File: src/hw/rtl/mexp_pkg.sv
// mexp_pkg: widths, controller states and the command/status bundles
// shared by the modular exponentiation controller, datapath and top level
// no dependencies
package mexp_pkg;

    localparam int VAL_W = 31;
    localparam int EXP_W = 64;
    localparam int CNT_W = 5;

    typedef enum logic [3:0] {
        S_IDLE,
        S_PRE_GO,
        S_PRE_WAIT,
        S_BIT,
        S_ACC_GO,
        S_ACC_WAIT,
        S_SHIFT,
        S_SQR_GO,
        S_SQR_WAIT,
        S_DONE
    } t_state;

    typedef enum logic [1:0] {
        MUL_PRE,
        MUL_ACC,
        MUL_SQR
    } t_mul_op;

    typedef struct packed {
        logic    load;
        logic    start;
        t_mul_op op;
        logic    wr_sq;
        logic    wr_acc;
        logic    shift_exp;
        logic    load_out;
    } t_cmd;

    typedef struct packed {
        logic mul_done;
        logic exp_zero;
        logic exp_bit0;
        logic exp_rest_zero;
        logic out_full;
    } t_sts;

endpackage

File: src/hw/rtl/modular_exponentiation.sv
// modular_exponentiation: top level, base^exponent mod modulus
// needs mexp_pkg, mexp_ctrl, mexp_dp (which holds mexp_mulmod)
//
//   channel  handshake           payload
//   input    i_valid / o_ready   i_base[30:0], i_exponent[63:0], i_modulus[30:0]
//   output   o_valid / i_ready   o_power_mod[30:0]
//
// one item at a time: the multiplier first reduces the base, then per exponent
// bit up to msb the controller tests the bit, multiplies when the bit is set,
// shifts, and squares while higher bits remain; all products come from the
// bit-serial multiplier. a finished beat sits in the output register while the
// next item is taken; the block stalls only when that register is still full.
// synchronous active-low reset clears the controller, the multiplier's busy and done flags and the output valid.
module modular_exponentiation (
    input  logic                       i_clk,
    input  logic                       i_rst_n,
    input  logic                       i_valid,
    output logic                       o_ready,
    input  logic [mexp_pkg::VAL_W-1:0] i_base,
    input  logic [mexp_pkg::EXP_W-1:0] i_exponent,
    input  logic [mexp_pkg::VAL_W-1:0] i_modulus,
    output logic                       o_valid,
    input  logic                       i_ready,
    output logic [mexp_pkg::VAL_W-1:0] o_power_mod
);

    mexp_pkg::t_cmd cmd;
    mexp_pkg::t_sts sts;

    mexp_ctrl u_ctrl (
        .i_clk   (i_clk),
        .i_rst_n (i_rst_n),
        .i_valid (i_valid),
        .o_ready (o_ready),
        .i_sts   (sts),
        .o_cmd   (cmd)
    );

    mexp_dp u_dp (
        .i_clk       (i_clk),
        .i_rst_n     (i_rst_n),
        .i_cmd       (cmd),
        .o_sts       (sts),
        .i_base      (i_base),
        .i_exponent  (i_exponent),
        .i_modulus   (i_modulus),
        .i_out_ready (i_ready),
        .o_out_valid (o_valid),
        .o_power_mod (o_power_mod)
    );

endmodule

File: src/hw/rtl/mexp_mulmod.sv
// mexp_mulmod: serial shift-add modular multiplier, one bit of b per cycle
// result (a * b) mod m for a <= m, any 31-bit b; uses mexp_pkg widths
module mexp_mulmod (
    input  logic                       i_clk,
    input  logic                       i_rst_n,
    input  logic                       i_start,
    input  logic [mexp_pkg::VAL_W-1:0] i_a,
    input  logic [mexp_pkg::VAL_W-1:0] i_b,
    input  logic [mexp_pkg::VAL_W-1:0] i_m,
    output logic                       o_done,
    output logic [mexp_pkg::VAL_W-1:0] o_r
);

    logic                       r_busy;
    logic                       r_done;
    logic [mexp_pkg::CNT_W-1:0] r_cnt;
    logic [mexp_pkg::VAL_W-1:0] r_a;
    logic [mexp_pkg::VAL_W-1:0] r_b;
    logic [mexp_pkg::VAL_W-1:0] r_r;
    logic [mexp_pkg::VAL_W-1:0] n_r;

    logic [mexp_pkg::VAL_W:0] t_dbl;
    logic [mexp_pkg::VAL_W:0] t_red;
    logic [mexp_pkg::VAL_W:0] t_sum;
    logic [mexp_pkg::VAL_W:0] t_fin;
    logic [mexp_pkg::VAL_W:0] t_m;

    always_comb begin
        t_m   = {1'b0, i_m};
        t_dbl = {r_r, 1'b0};
        t_red = (t_dbl >= t_m) ? t_dbl - t_m : t_dbl;
        t_sum = t_red + (r_b[mexp_pkg::VAL_W-1] ? {1'b0, r_a} : '0);
        t_fin = (t_sum >= t_m) ? t_sum - t_m : t_sum;
        n_r   = t_fin[mexp_pkg::VAL_W-1:0];
    end

    always_ff @(posedge i_clk) begin
        if (!i_rst_n) begin
            r_busy <= 1'b0;
            r_done <= 1'b0;
        end else begin
            r_done <= 1'b0;
            if (i_start) begin
                r_busy <= 1'b1;
            end else if (r_busy && r_cnt == '0) begin
                r_busy <= 1'b0;
                r_done <= 1'b1;
            end
        end
    end

    always_ff @(posedge i_clk) begin
        if (i_start) begin
            r_a   <= i_a;
            r_b   <= i_b;
            r_r   <= '0;
            r_cnt <= mexp_pkg::CNT_W'(mexp_pkg::VAL_W - 1);
        end else if (r_busy) begin
            r_r   <= n_r;
            r_b   <= {r_b[mexp_pkg::VAL_W-2:0], 1'b0};
            r_cnt <= r_cnt - 1'b1;
        end
    end

    assign o_done = r_done;
    assign o_r    = r_r;

endmodule

File: src/hw/rtl/mexp_dp.sv
// mexp_dp: operand, accumulator, exponent and result registers around the
// serial modular multiplier; needs mexp_pkg and mexp_mulmod
module mexp_dp (
    input  logic                       i_clk,
    input  logic                       i_rst_n,
    input  mexp_pkg::t_cmd             i_cmd,
    output mexp_pkg::t_sts             o_sts,
    input  logic [mexp_pkg::VAL_W-1:0] i_base,
    input  logic [mexp_pkg::EXP_W-1:0] i_exponent,
    input  logic [mexp_pkg::VAL_W-1:0] i_modulus,
    input  logic                       i_out_ready,
    output logic                       o_out_valid,
    output logic [mexp_pkg::VAL_W-1:0] o_power_mod
);

    logic [mexp_pkg::VAL_W-1:0] r_base;
    logic [mexp_pkg::VAL_W-1:0] r_mod;
    logic [mexp_pkg::EXP_W-1:0] r_exp;
    logic [mexp_pkg::VAL_W-1:0] r_acc;
    logic [mexp_pkg::VAL_W-1:0] r_sq;
    logic [mexp_pkg::VAL_W-1:0] r_out;
    logic                       r_out_valid;

    logic [mexp_pkg::VAL_W-1:0] mul_a;
    logic [mexp_pkg::VAL_W-1:0] mul_b;
    logic [mexp_pkg::VAL_W-1:0] mul_r;
    logic                       mul_done;

    always_comb begin
        case (i_cmd.op)
            mexp_pkg::MUL_PRE: begin
                mul_a = mexp_pkg::VAL_W'(1);
                mul_b = r_base;
            end
            mexp_pkg::MUL_ACC: begin
                mul_a = r_sq;
                mul_b = r_acc;
            end
            default: begin
                mul_a = r_sq;
                mul_b = r_sq;
            end
        endcase
    end

    mexp_mulmod u_mulmod (
        .i_clk   (i_clk),
        .i_rst_n (i_rst_n),
        .i_start (i_cmd.start),
        .i_a     (mul_a),
        .i_b     (mul_b),
        .i_m     (r_mod),
        .o_done  (mul_done),
        .o_r     (mul_r)
    );

    always_ff @(posedge i_clk) begin
        if (i_cmd.load) begin
            r_base <= i_base;
            r_mod  <= i_modulus;
            r_exp  <= i_exponent;
            r_acc  <= (i_modulus != mexp_pkg::VAL_W'(1)) ? mexp_pkg::VAL_W'(1) : '0;
        end else begin
            if (i_cmd.wr_acc) begin
                r_acc <= mul_r;
            end
            if (i_cmd.shift_exp) begin
                r_exp <= {1'b0, r_exp[mexp_pkg::EXP_W-1:1]};
            end
        end
        if (i_cmd.wr_sq) begin
            r_sq <= mul_r;
        end
        if (i_cmd.load_out) begin
            r_out <= (r_mod == '0) ? '0 : r_acc;
        end
    end

    always_ff @(posedge i_clk) begin
        if (!i_rst_n) begin
            r_out_valid <= 1'b0;
        end else if (i_cmd.load_out) begin
            r_out_valid <= 1'b1;
        end else if (i_out_ready) begin
            r_out_valid <= 1'b0;
        end
    end

    always_comb begin
        o_sts.mul_done      = mul_done;
        o_sts.exp_zero      = (r_exp == '0);
        o_sts.exp_bit0      = r_exp[0];
        o_sts.exp_rest_zero = (r_exp[mexp_pkg::EXP_W-1:1] == '0);
        o_sts.out_full      = r_out_valid && !i_out_ready;
    end

    assign o_out_valid = r_out_valid;
    assign o_power_mod = r_out;

endmodule

File: src/hw/rtl/mexp_ctrl.sv
// mexp_ctrl: sequencer for right-to-left square-and-multiply
// needs mexp_pkg; drives mexp_dp through command and status bundles
module mexp_ctrl (
    input  logic           i_clk,
    input  logic           i_rst_n,
    input  logic           i_valid,
    output logic           o_ready,
    input  mexp_pkg::t_sts i_sts,
    output mexp_pkg::t_cmd o_cmd
);

    mexp_pkg::t_state r_state;
    mexp_pkg::t_state n_state;

    always_ff @(posedge i_clk) begin
        if (!i_rst_n) begin
            r_state <= mexp_pkg::S_IDLE;
        end else begin
            r_state <= n_state;
        end
    end

    always_comb begin
        n_state = r_state;
        unique case (r_state)
            mexp_pkg::S_IDLE: begin
                if (i_valid) n_state = mexp_pkg::S_PRE_GO;
            end
            mexp_pkg::S_PRE_GO:   n_state = mexp_pkg::S_PRE_WAIT;
            mexp_pkg::S_PRE_WAIT: begin
                if (i_sts.mul_done) n_state = mexp_pkg::S_BIT;
            end
            mexp_pkg::S_BIT: begin
                if (i_sts.exp_zero)      n_state = mexp_pkg::S_DONE;
                else if (i_sts.exp_bit0) n_state = mexp_pkg::S_ACC_GO;
                else                     n_state = mexp_pkg::S_SHIFT;
            end
            mexp_pkg::S_ACC_GO:   n_state = mexp_pkg::S_ACC_WAIT;
            mexp_pkg::S_ACC_WAIT: begin
                if (i_sts.mul_done) n_state = mexp_pkg::S_SHIFT;
            end
            mexp_pkg::S_SHIFT: begin
                if (i_sts.exp_rest_zero) n_state = mexp_pkg::S_DONE;
                else                     n_state = mexp_pkg::S_SQR_GO;
            end
            mexp_pkg::S_SQR_GO:   n_state = mexp_pkg::S_SQR_WAIT;
            mexp_pkg::S_SQR_WAIT: begin
                if (i_sts.mul_done) n_state = mexp_pkg::S_BIT;
            end
            mexp_pkg::S_DONE: begin
                if (!i_sts.out_full) n_state = mexp_pkg::S_IDLE;
            end
            default: n_state = mexp_pkg::S_IDLE;
        endcase
    end

    always_comb begin
        o_cmd   = '0;
        o_cmd.op = mexp_pkg::MUL_PRE;
        o_ready = 1'b0;
        unique case (r_state)
            mexp_pkg::S_IDLE: begin
                o_ready    = 1'b1;
                o_cmd.load = i_valid;
            end
            mexp_pkg::S_PRE_GO: begin
                o_cmd.start = 1'b1;
                o_cmd.op    = mexp_pkg::MUL_PRE;
            end
            mexp_pkg::S_PRE_WAIT: begin
                o_cmd.wr_sq = i_sts.mul_done;
            end
            mexp_pkg::S_ACC_GO: begin
                o_cmd.start = 1'b1;
                o_cmd.op    = mexp_pkg::MUL_ACC;
            end
            mexp_pkg::S_ACC_WAIT: begin
                o_cmd.wr_acc = i_sts.mul_done;
            end
            mexp_pkg::S_SHIFT: begin
                o_cmd.shift_exp = 1'b1;
            end
            mexp_pkg::S_SQR_GO: begin
                o_cmd.start = 1'b1;
                o_cmd.op    = mexp_pkg::MUL_SQR;
            end
            mexp_pkg::S_SQR_WAIT: begin
                o_cmd.wr_sq = i_sts.mul_done;
            end
            mexp_pkg::S_DONE: begin
                o_cmd.load_out = !i_sts.out_full;
            end
            default: begin
                o_ready = 1'b0;
            end
        endcase
    end

endmodule
File: config.mk
export PLATFORM = sky130hd
export DESIGN_NAME = modular_exponentiation
export DESIGN_NICKNAME = d
export VERILOG_FILES = /design/src/hw/rtl/mexp_pkg.sv /design/src/hw/rtl/modular_exponentiation.sv /design/src/hw/rtl/mexp_mulmod.sv /design/src/hw/rtl/mexp_dp.sv /design/src/hw/rtl/mexp_ctrl.sv
export SDC_FILE = /design/constraint.sdc
export NUM_CORES = 1
export LEC_CHECK = 0
export ABC_AREA = 1
export ABC_CLOCK_PERIOD_IN_PS = 6050
export BUFFER_PORTS_ARGS = -buffer_cell sky130_fd_sc_hd__buf_2
export CAP_MARGIN = 20
export CORE_ASPECT_RATIO = 0.5
export CORE_MARGIN = 2
export CORE_UTILIZATION = 40
export CTS_BUF_LIST = sky130_fd_sc_hd__clkbuf_8
export DETAILED_ROUTE_END_ITERATION = 10
export SETUP_SLACK_MARGIN = 0.15
export SYNTH_ARGS = -nofsm -noshare
export SYNTH_HDL_FRONTEND = slang
export SYNTH_SLANG_ARGS = --single-unit
export TNS_END_PERCENT = 5
File: constraint.sdc
create_clock -name i_clk -period 6.05 [get_ports i_clk]
set_input_delay 0.3025 -clock i_clk [delete_from_list [all_inputs] [get_ports i_clk]]
set_output_delay 0.3025 -clock i_clk [all_outputs]
set_load 0.01 [all_outputs]
==> metrics.txt <==
Crit path top cell by count sky130_fd_sc_hd__nand2_1; predominant post-synthesis flop cell sky130_fd_sc_hd__edfxtp_1; Detail Route Antenna Nets 0; ratio of routed vias to standard cells 5.03; final count of hold timing violations 0; worst setup path category reg -> reg; core outline area 48400 um^2; first-pass GRT wire length 95100 um; DRT iter0 DRCs 1847; critical path data required time 6610 ps; Max Transition Viols Final 0; area of all sequential standard cells 9300 um^2; routed wirelength normalized by instance count 17.8 um; dpl hpwl 45900 um; final sum of negative setup slack 0 ps; largest cells by area after synthesis sky130_fd_sc_hd__edfxtp_1 43%, sky130_fd_sc_hd__nand2_1 11%, sky130_fd_sc_hd__inv_1 8.0%; combinational family with the most area after synthesis simple AND/OR/NAND/NOR gates; clock period minus final worst setup slack 5600 ps; relative slew slack 0.351; Synth cell types 40; final-stage net count 3057; sum of routed wire length over all layers 62800 um; cell at the root of the clock tree sky130_fd_sc_hd__clkbuf_8; Critical Path Slowest Stage Cell sky130_fd_sc_hd__xor2_1; cell taking the most area after synthesis sky130_fd_sc_hd__edfxtp_1; Post-synth ARST share 0; status complete, no violations; Max Clk Rate 0.179 GHz; max-cap violations 0; Ant. Diodes 0; site row count 57; synthesized-area fraction occupied by and/or/nand/nor cells 0.231; number of enable-type register cells in the synthesized netlist 281; post-synthesis xor/xnor area fraction 0.0318; area fraction of the dominant cell type after synthesis 0.432; total CTS buffers 49; largest buffer count on any clock path 3; IO Count 163; width of the die 317 um; Synthesized Nets 2643; pin count of the biggest net entering global routing 105; number of flip-flops and latches in the synthesized netlist 324; H-tree depth reported by CTS 2; Pre-Repair DR Iteration Count 6; actual transition at the worst max-transition pin 972 ps; setup repair after global routing missed its margin true; Port Buffers 162; Tightest Hold Check Type in -> reg; Critical Path End Type flip-flop; largest stage delay on the critical path 470 ps; most frequent cells after synthesis 595 x sky130_fd_sc_hd__nand2_1, 419 x sky130_fd_sc_hd__inv_1, 281 x sky130_fd_sc_hd__edfxtp_1; number of DRC violations after detailed routing 0; sequential fraction of the synthesis area 0.476; clock tree from TritonCTS yes; global-route usage over all layers 0.242; Initial Utilization 0.404; average size of a mapped cell 8.09 um^2; count of fill cells added during filler insertion 4656; share of the clock period used by the worst path 0.926; gate count of the mapped netlist 2416; number of sinks driven by the clock tree 324; post-synthesis to final-layout area growth 26.7%; share of the synthesized area in compound gates (AO/OA/AOI/OAI) 0.102; most repeated cell in the gate-level netlist after synthesis sky130_fd_sc_hd__nand2_1; die height 160 um; area occupied by multi-input gates 8860 um^2; adder-cell share of the synthesized area 0.0632; total gr overflow 0; number of global-route vias before repair 17.0k; antenna violations before repair 0; Die Area 50800 um^2; Warnings, synthesis 0; share of layout cells above drive strength 1 0.176; skew final 31.8 ps; Setup-failing EPs final 0; number of vias in the routed layout 17.7k; final RePlAce weighted congestion 1.01; Clk pin slew, worst setup/hold paths 60 ps; clock network latency to the later pin of the worst-skew pair 620 ps; share of synthesized area spent on multiplexers 0; critical-path maximum fanout 18; Setup crit start kind flip-flop; synthesized cell area 19500 um^2; endpoint arrival time on the critical path 6160 ps
routing by layer:
layer	wire (um)	track usage
met5	0	0
met1	31400	0.381
met4	1040	0.0508
met2	25800	0.345
met3	4520	0.0416
through the flow:
step / util / hold slack, ps / cells / setup WS, ps / area [um^2]
2_1_floorplan: - / 401 / 2416 / 1100 / 19500
3_3_place_gp: 0.452 / 444 / 3282 / 113 / 21900
3_5_place_dp: 0.452 / 450 / 3282 / 61.5 / 21900
4_1_cts: 0.498 / 8.39 / 3499 / 152 / 24100
5_1_grt: 0.512 / 66.5 / 3518 / 12.2 / 24800
6_report: 0.512 / 49.9 / 3518 / 448 / 24800
critical path: cells and delay by family (launching register included):
| kind | cells | cell delay [ps] |
|---|---|---|
| AND/OR/NAND/NOR | 27 | 2810 |
| adder cells (fa/ha/maj) | 3 | 1060 |
| buffers and inverters | 3 | 540 |
| XOR/XNOR | 1 | 470 |
| flip-flops | 1 | 390 |
| AO/OA/AOI/OAI | 2 | 260 |
repair_timing:
action                                  4_1_cts  5_1_grt
setup buffers                                 0       14
resized for setup                             4      133
hold buffers                                127        0
endpoints found under the setup margin       31       31
cloned                                        0        5
endpoints found under the hold margin       127        0
pin swaps                                     0       16
kinds of logic after synthesis:
group,count (synthesis)
flip-flops,324
buffers and inverters,491
AO/OA/AOI/OAI,352
AND/OR/NAND/NOR,1081
XOR/XNOR,71
adder cells (fa/ha/maj),97
worst paths after layout:
check	from	endpoint	slack [ps]	depth (start not counted)
min reg2reg	u_dp.u_mulmod.r_cnt[0]$_SDFFE_PN0P_	u_dp.u_mulmod.r_cnt[0]$_SDFFE_PN0P_	470	1
min	i_ready	u_dp.o_out_valid$_SDFFE_PN0P_	50	4
max reg2reg	u_dp.r_mod[17]$_DFFE_PP_	u_dp.u_mulmod.o_r[12]$_SDFFE_PN0P_	450	36
max	u_dp.r_mod[17]$_DFFE_PP_	u_dp.u_mulmod.o_r[12]$_SDFFE_PN0P_	450	36
state kept, by name, summed over array words and instances, names as in the netlist:
signal / cells
u_dp.o_power_mod: 31
u_dp.u_mulmod.r_busy: 1
u_dp.u_mulmod.o_done: 1
u_ctrl.r_state: 4
u_dp.r_base: 31
u_dp.r_acc: 31
u_dp.u_mulmod.r_b: 31
u_dp.r_sq: 31
u_dp.u_mulmod.o_r: 31
u_dp.r_exp: 64
u_dp.u_mulmod.r_cnt: 5
u_dp.u_mulmod.r_a: 31
u_dp.r_mod: 31
u_dp.o_out_valid: 1
cell type report:
type / instances / share of cell area
inverters: 425 / 0.0646
clock inverters: 37 / 0.00768
well taps: 649 / 0.0328
clock buffers: 53 / 0.0295
flip-flops and latches: 324 / 0.376
multi-input cells: 1601 / 0.358
repair buffers: 429 / 0.132
cell usage in the layout, fill, tap and decap left out, drive strengths merged, types with 2 or more instances in the layout:
cell         netlist  final
nand4             68     68
xor2              41     41
xnor2             30     30
a21boi             2      2
buf               25    298
nand3b             7      7
nand3            102    102
dlygate4sd3        0    127
o21a               5      5
ha                94     94
a22oi             32     32
dfxtp             43     43
fa                 3      3
nor3              19     19
o21bai            15     15
a31oi             38     38
nand2            599    599
clkbuf            41     57
o21ai            117    117
or2                5      5
a21o               9      9
nor2             261    261
a31o               2      2
and3               5      5
edfxtp           281    281
a21oi            128    128
clkinv             0     20
inv              425    441
nor4              15     15
Power is not shown: default switching activity piles up to over one toggle a cycle in this logic, so the estimate is an artifact.
